## src/hw/rtl/falc_pkg.sv

```systemverilog
// Shared types and constants of the fully associative LFU cache tag unit.
package falc_pkg;

	localparam int ROW_FIELD_BITS = 3;
	localparam int TOTAL_BITS     = 32;
	localparam int FILL_COUNT     = 1;

	typedef enum logic [1:0] {
		ST_IDLE,
		ST_LOOKUP,
		ST_SCAN
	} state_t;

	typedef struct packed {
		logic load;
		logic lookup;
		logic scan;
	} cmd_t;

	typedef struct packed {
		logic resolved;
		logic scan_last;
	} status_t;

endpackage

```

## src/hw/rtl/falc_ctrl.sv

```systemverilog
// Controller state machine of the fully associative LFU cache tag unit.
module falc_ctrl (
	input  logic              clk,
	input  logic              arst_n,
	input  logic              start,
	input  falc_pkg::status_t status,
	output falc_pkg::cmd_t    cmd,
	output logic              busy
);
	import falc_pkg::*;

	state_t state_q;
	state_t state_nx;

	always_ff @(posedge clk or negedge arst_n) begin
		if (!arst_n) begin
			state_q <= ST_IDLE;
		end else begin
			state_q <= state_nx;
		end
	end

	always_comb begin
		state_nx = state_q;
		case (state_q)
			ST_IDLE: begin
				if (start) state_nx = ST_LOOKUP;
			end
			ST_LOOKUP: begin
				state_nx = status.resolved ? ST_IDLE : ST_SCAN;
			end
			ST_SCAN: begin
				if (status.scan_last) state_nx = ST_IDLE;
			end
			default: begin
				state_nx = ST_IDLE;
			end
		endcase
	end

	always_comb begin
		cmd  = '0;
		busy = 1'b1;
		case (state_q)
			ST_IDLE: begin
				busy     = 1'b0;
				cmd.load = start;
			end
			ST_LOOKUP: begin
				cmd.lookup = 1'b1;
			end
			ST_SCAN: begin
				cmd.scan = 1'b1;
			end
			default: begin
				busy = 1'b0;
			end
		endcase
	end

endmodule

```

## src/hw/rtl/falc_dpath.sv

```systemverilog
// Datapath of the fully associative LFU cache tag unit: rows, victim scan, totals.
module falc_dpath #(
	parameter int ROWS       = 8,
	parameter int ADDR_BITS  = 32,
	parameter int COUNT_BITS = 16
) (
	input  logic                                clk,
	input  logic                                arst_n,
	input  falc_pkg::cmd_t                      cmd,
	input  logic [ADDR_BITS-1:0]                address,
	output falc_pkg::status_t                   status,
	output logic                                done,
	output logic                                was_hit,
	output logic [falc_pkg::ROW_FIELD_BITS-1:0] row_used,
	output logic [falc_pkg::TOTAL_BITS-1:0]     hit_total,
	output logic [falc_pkg::TOTAL_BITS-1:0]     miss_total
);
	import falc_pkg::*;

	localparam int IDX_BITS = (ROWS > 1) ? $clog2(ROWS) : 1;
	localparam logic [IDX_BITS-1:0]   LAST_ROW  = IDX_BITS'(ROWS - 1);
	localparam logic [COUNT_BITS-1:0] COUNT_MAX = '1;
	localparam logic [COUNT_BITS-1:0] COUNT_FILL = COUNT_BITS'(FILL_COUNT);

	logic [ROWS-1:0]       valid_q;
	logic [ADDR_BITS-1:0]  tag_q   [ROWS];
	logic [COUNT_BITS-1:0] count_q [ROWS];
	logic [ADDR_BITS-1:0]  addr_q;
	logic [IDX_BITS-1:0]   idx_q;
	logic [IDX_BITS-1:0]   victim_q;
	logic [COUNT_BITS-1:0] best_q;
	logic                  done_q;
	logic                  was_hit_q;
	logic [ROW_FIELD_BITS-1:0] row_used_q;
	logic [TOTAL_BITS-1:0] hit_total_q;
	logic [TOTAL_BITS-1:0] miss_total_q;

	logic                  hit;
	logic [IDX_BITS-1:0]   hit_row;
	logic                  have_free;
	logic [IDX_BITS-1:0]   free_row;
	logic [COUNT_BITS-1:0] cand;
	logic                  take;
	logic [IDX_BITS-1:0]   victim_nx;
	logic [COUNT_BITS-1:0] best_nx;
	logic                  scan_last;
	logic                  commit_hit;
	logic                  commit_fill;
	logic                  scan_init;
	logic [IDX_BITS-1:0]   fill_row;
	logic [IDX_BITS-1:0]   res_row;
	logic [IDX_BITS+ROW_FIELD_BITS-1:0] res_row_ext;

	always_comb begin
		hit       = 1'b0;
		hit_row   = '0;
		have_free = 1'b0;
		free_row  = '0;
		for (int r = ROWS - 1; r >= 0; r--) begin
			if (valid_q[r] && (tag_q[r] == addr_q)) begin
				hit     = 1'b1;
				hit_row = IDX_BITS'(r);
			end
			if (!valid_q[r]) begin
				have_free = 1'b1;
				free_row  = IDX_BITS'(r);
			end
		end
	end

	always_comb begin
		cand        = count_q[idx_q];
		take        = (cand <= best_q) && ((victim_q != '0) || (cand < best_q));
		victim_nx   = take ? idx_q : victim_q;
		best_nx     = take ? cand : best_q;
		scan_last   = (idx_q == LAST_ROW);
		commit_hit  = cmd.lookup && hit;
		commit_fill = (cmd.lookup && !hit && have_free) || (cmd.scan && scan_last);
		scan_init   = cmd.lookup && !hit && !have_free;
		fill_row    = cmd.lookup ? free_row : victim_nx;
		res_row     = commit_hit ? hit_row : fill_row;
		res_row_ext = {{ROW_FIELD_BITS{1'b0}}, res_row};
	end

	assign status.resolved  = hit || have_free;
	assign status.scan_last = scan_last;

	always_ff @(posedge clk or negedge arst_n) begin
		if (!arst_n) begin
			valid_q      <= '0;
			done_q       <= 1'b0;
			hit_total_q  <= '0;
			miss_total_q <= '0;
		end else begin
			done_q <= commit_hit || commit_fill;
			if (commit_hit && (hit_total_q != '1)) begin
				hit_total_q <= hit_total_q + TOTAL_BITS'(1);
			end
			if (commit_fill) begin
				valid_q[fill_row] <= 1'b1;
				if (miss_total_q != '1) begin
					miss_total_q <= miss_total_q + TOTAL_BITS'(1);
				end
			end
		end
	end

	always_ff @(posedge clk) begin
		if (cmd.load) begin
			addr_q <= address;
		end
		if (commit_hit && (count_q[hit_row] != COUNT_MAX)) begin
			count_q[hit_row] <= count_q[hit_row] + COUNT_BITS'(1);
		end
		if (commit_fill) begin
			tag_q[fill_row]   <= addr_q;
			count_q[fill_row] <= COUNT_FILL;
		end
		if (commit_hit || commit_fill) begin
			was_hit_q  <= commit_hit;
			row_used_q <= res_row_ext[ROW_FIELD_BITS-1:0];
		end
		if (scan_init) begin
			idx_q    <= IDX_BITS'(1);
			victim_q <= '0;
			best_q   <= count_q[0];
		end else if (cmd.scan) begin
			idx_q    <= idx_q + IDX_BITS'(1);
			victim_q <= victim_nx;
			best_q   <= best_nx;
		end
	end

	assign done       = done_q;
	assign was_hit    = was_hit_q;
	assign row_used   = row_used_q;
	assign hit_total  = hit_total_q;
	assign miss_total = miss_total_q;

endmodule

```

## src/hw/rtl/fully_assoc_lfu_cache_tags_unit.sv

```systemverilog
// Top level of the fully associative LFU cache tag unit.
//
//  channel   | handshake              | payload
//  ----------+------------------------+-----------------------------------------
//  request   | start, busy            | address
//  result    | done (one-cycle strobe)| was_hit, row_used, hit_total, miss_total
//
//  Hit, or miss with a free row: the unit goes from LOOKUP back to IDLE and done is
//  registered; the next request may be taken in the cycle that done is high.
//  Miss with all rows valid: a victim scan follows LOOKUP; it reads one row's
//  use count per cycle over rows 1 to ROWS-1.
//  Reset clears all row valid bits and both totals at once; no clearing pass.
//  The receiver cannot stall; each result is shown for exactly one cycle.
module fully_assoc_lfu_cache_tags_unit #(
	parameter int ROWS       = 8,
	parameter int ADDR_BITS  = 32,
	parameter int COUNT_BITS = 16
) (
	input  logic                                clk,
	input  logic                                arst_n,
	input  logic                                start,
	output logic                                busy,
	input  logic [ADDR_BITS-1:0]                address,
	output logic                                done,
	output logic                                was_hit,
	output logic [falc_pkg::ROW_FIELD_BITS-1:0] row_used,
	output logic [falc_pkg::TOTAL_BITS-1:0]     hit_total,
	output logic [falc_pkg::TOTAL_BITS-1:0]     miss_total
);
	import falc_pkg::*;

	cmd_t    cmd;
	status_t status;

	falc_ctrl u_ctrl (
		.clk    (clk),
		.arst_n (arst_n),
		.start  (start),
		.status (status),
		.cmd    (cmd),
		.busy   (busy)
	);

	falc_dpath #(
		.ROWS       (ROWS),
		.ADDR_BITS  (ADDR_BITS),
		.COUNT_BITS (COUNT_BITS)
	) u_dpath (
		.clk        (clk),
		.arst_n     (arst_n),
		.cmd        (cmd),
		.address    (address),
		.status     (status),
		.done       (done),
		.was_hit    (was_hit),
		.row_used   (row_used),
		.hit_total  (hit_total),
		.miss_total (miss_total)
	);

endmodule

```

## config.mk

```make
export PLATFORM = sky130hd
export DESIGN_NAME = fully_assoc_lfu_cache_tags_unit
export DESIGN_NICKNAME = d
export VERILOG_FILES = /design/src/hw/rtl/falc_pkg.sv /design/src/hw/rtl/falc_ctrl.sv /design/src/hw/rtl/falc_dpath.sv /design/src/hw/rtl/fully_assoc_lfu_cache_tags_unit.sv
export SDC_FILE = /design/constraint.sdc
export NUM_CORES = 1
export LEC_CHECK = 0
export BUFFER_PORTS_ARGS = -buffer_cell sky130_fd_sc_hd__buf_2
export CELL_PAD_IN_SITES_DETAIL_PLACEMENT = 1
export CELL_PAD_IN_SITES_GLOBAL_PLACEMENT = 2
export CORE_MARGIN = 2
export CORE_UTILIZATION = 33
export CTS_CLUSTER_SIZE = 10
export DETAILED_ROUTE_END_ITERATION = 8
export GPL_TIMING_DRIVEN = 0
export PLACE_DENSITY = 0.63
export REMOVE_ABC_BUFFERS = 1
export SLEW_MARGIN = 20
export SYNTH_ARGS = -nofsm -noshare
export SYNTH_HDL_FRONTEND = slang
export SYNTH_HIERARCHICAL = 1
export SYNTH_SLANG_ARGS = --single-unit
```

## constraint.sdc

```tcl
create_clock -name clk -period 11.15 [get_ports clk]
set_clock_uncertainty 0.15 [all_clocks]
set_input_delay 2.23 -clock clk [delete_from_list [all_inputs] [get_ports clk]]
set_output_delay 2.23 -clock clk [all_outputs]
set_load 0.1 [all_outputs]
```

==> impl_metrics.ini <==
[setup_path]
critPathTopFamily = simple AND/OR/NAND/NOR gates
critical_path_class = reg -> reg
worstRegToRegCells = 16
cp.buffers_inverters = 2
cp_cell_sequence = xor2_1, nor4_1, nand4_1, nor4_1, a21o_1, a32o_1, or3_1, o211ai_2, inv_1, ha_1, inv_1, nor4_4, and3_4, and4bb_1, nor2_2, a211oi_1
crit_path_top_delay_cell = edfxtp_1
regToRegSetupSlack_ns = 3.01
cp_data_arrival_time_ns = 8.51
r2r-end = u_dpath/count_q[2][10]
rr_startpoint = u_dpath/addr_q[22]
worstPathMaxFanout = 16
required_ns = 11.52
path_depth = 16
max_stage_delay_ns = 1.09
cp-start-kind = register
crit_path_end_kind = register

[grt]
grt_max_degree = 58
grt-ovfl-total = 0
grt_pass1_wl_um = 122000
antenna_found_initial = 1
grt_usage_pct = 21.1
grt_pass1_vias = 18100

[clock_tree]
cts_tree = done
cts_hold_buf = 0
cts_num_sinks = 520
cts_htree_levels = 2
postCtsSetupBuffers = 0
cts-root-buf = clkbuf_16
clock_latency_ns = 0.66
clkSlewWorstSetupHoldPaths_ns = 0.06
cts_resized = 0
clk_path_buf_depth = 3
cts_buffers = 61

[yosys]
synth_most_common_cell = edfxtp_1
synth_commonest_cells = edfxtp_1, xor2_1, dfxtp_1
syn_area_per_cell_um2 = 12.4
yosysUniqueCellTypes = 97
synth_edf_count = 308
yosys.area.top_type = edfxtp_1
synth_seq_cells = 520
yosys_warnings = 6
ys.flop_type = edfxtp_1
ys_seq_area_share_pct = 55.3
synth_async_sr_flop_share_pct = 14.4
synthCells = 2028
yosys.area.top_type_share_pct = 36.9
netlist_area_mm2 = 0.0251
synth.area.top_cells = edfxtp_1, dfxtp_1, xor2_1, dfrtp_1, xnor2_1

[cells_and_area]
nNetsFinal = 2201
stdcell_count = 3161
drive_gt1_share_pct = 17.1
nFillCells = 8024
areaGrowthSynthToFinish_pct = 15.7

[floorplan]
num_rows = 101
io_pins = 105
die_y_um = 280
start_util_pct = 33.2
coreArea_mm2 = 0.0756
die_width_um = 280
die_area_mm2 = 0.0782

[detailed_routing]
ant_nets = 0
vias = 17138
drtPass1Iterations = 5
drtIter0Drc = 1235
drt-total-wl_um = 82300
drc = 0
vias_per_cell = 5.42
routedWlPerCell_um = 26.0

[place]
post-dp-hpwl_um = 58100
gp_congestion = 0.846
port_buffers = 104
dp.cells = 3053

[flow_run]
max-cap-violations = 0

[timing]
fin_crit_sh_pct = 73.0
rsz0062_at_grt = false
report.final.slew_viol_count = 0
hold_viol = 0
whs_ns = 0.329
layout_min_cycle_time_ns = 8.14
finalSetupViolCount = 0
tightest_slew_ns = 1.28
max-slew-margin-rel_pct = 14.5
clock.fmax_mhz = 123

[power]
p_per_area_mw_per_mm2 = 212
p_total_mw = 6.14
max-vdd-ir-drop_v = 0.000149
p_leak_nw = 10.3

[run_status]
outcome = completed

[worst_hold_path]
min_path_type = reg -> reg
hold_start = u_dpath/miss_total[4]
holdPathStages = 1
hold_end = u_dpath/miss_total[4]
## metal layers
layer,vias to the layer above,track usage (%),wire (um)
met2,371,35.5,40100
met3,139,2.67,3130
met4,0,7.05,2390
met5,-,0,0
li1,7821,-,-
met1,8807,28.0,36700
## cell usage in the layout (no fill, tap or decap), types with 9 or more instances in the layout
cell	n
a211oi_1	77
nand4b_1	12
ha_1	25
buf_16	16
or2_2	12
xor2_1	221
or3_1	9
xnor2_1	111
nor3_1	25
clkbuf_16	61
edfxtp_1	308
nand2_1	103
buf_2	105
nand3_1	56
and4_1	9
a21oi_1	34
mux4_2	32
nor2_1	126
and3_1	20
nor2_2	12
mux2_2	33
inv_1	43
dfxtp_1	134
nand4_1	50
o21ai_0	57
dfrtp_1	75
o21a_1	9
buf_6	10
clkbuf_1	30
nor4_1	89
mux2i_1	72
## through the flow
stage | setup TNS (ns) | utilization (%) | area (um^2) | worst slack, ns
detailed placement | 0 | 35.9 | 27100 | 3.20
floorplan | 0 | - | 24500 | 4.30
global placement | -17.27 | 34.7 | 26200 | -0.318
finish | 0 | 38.4 | 29000 | 3.01
global route | 0 | 38.4 | 29000 | 2.76
CTS | 0 | 38.3 | 28900 | 3.13
## final cells by class
cell class	instances	area, um^2	share of cell area, %
Sequential cell	520	13900	47.8
Timing Repair Buffer	148	1340	4.63
Clock inverter	9	118	0.406
Tap cell	978	1220	4.22
Antenna cell	1	2.50	0.00863
Clock buffer	95	1690	5.84
Inverter	43	161	0.557
Multi-Input combinational cell	1367	10600	36.5
## where the power goes
group / leakage [nW] / internal [mW] / switching [mW]
clock: 0.869 / 1.04 / 0.796
sequential: 4.94 / 2.47 / 0.324
combinational: 4.47 / 0.495 / 1.02
total: 10.3 / 4.00 / 2.14
## sequential cells by signal, summed over array words and instances (netlist names), named ones only
register and cells:
u_dpath/valid_q 8, u_dpath/victim_q 3, u_dpath/done 1, u_dpath/best_q 16, u_ctrl/state_q 2, u_dpath/count_q 128
u_dpath/tag_q 256, u_dpath/miss_total 32, u_dpath/row_used 3, u_dpath/was_hit 1, u_dpath/idx_q 3, u_dpath/addr_q 32
u_dpath/hit_total 32
## cells by family after synthesis
family	synth area share [%]
and+or+nand+nor	13.4
xor gates and xnor gates	11.7
DFF	55.3
muxes	7.34
AOI/OAI and AO/OA	8.09
adders and majority gates	1.25
buffers and inverters	2.96
## worst register-to-register path, cell delays in order (launching register included)
cell and delay (ns):
edfxtp_1 1.09, xor2_1 0.25, nor4_1 0.38, nand4_1 0.23
nor4_1 0.85, a21o_1 0.61, a32o_1 0.89, or3_1 0.24
o211ai_2 0.26, inv_1 0.22, ha_1 0.16, inv_1 0.10
nor4_4 0.46, and3_4 0.47, and4bb_1 0.93, nor2_2 0.38
a211oi_1 0.32
## worst max-delay path by stage
stage,from,to
5_1_grt,u_dpath/addr_q[22],u_dpath/count_q[2][10]
6_report,u_dpath/addr_q[22],u_dpath/count_q[2][10]
3_5_place_dp,u_dpath/addr_q[22],u_dpath/count_q[2][13]
2_1_floorplan,register,u_dpath/count_q[0][15]
3_3_place_gp,register,u_dpath/count_q[0][15]
4_1_cts,u_dpath/addr_q[22],u_dpath/count_q[2][10]
(Power assumes the default switching activity.)
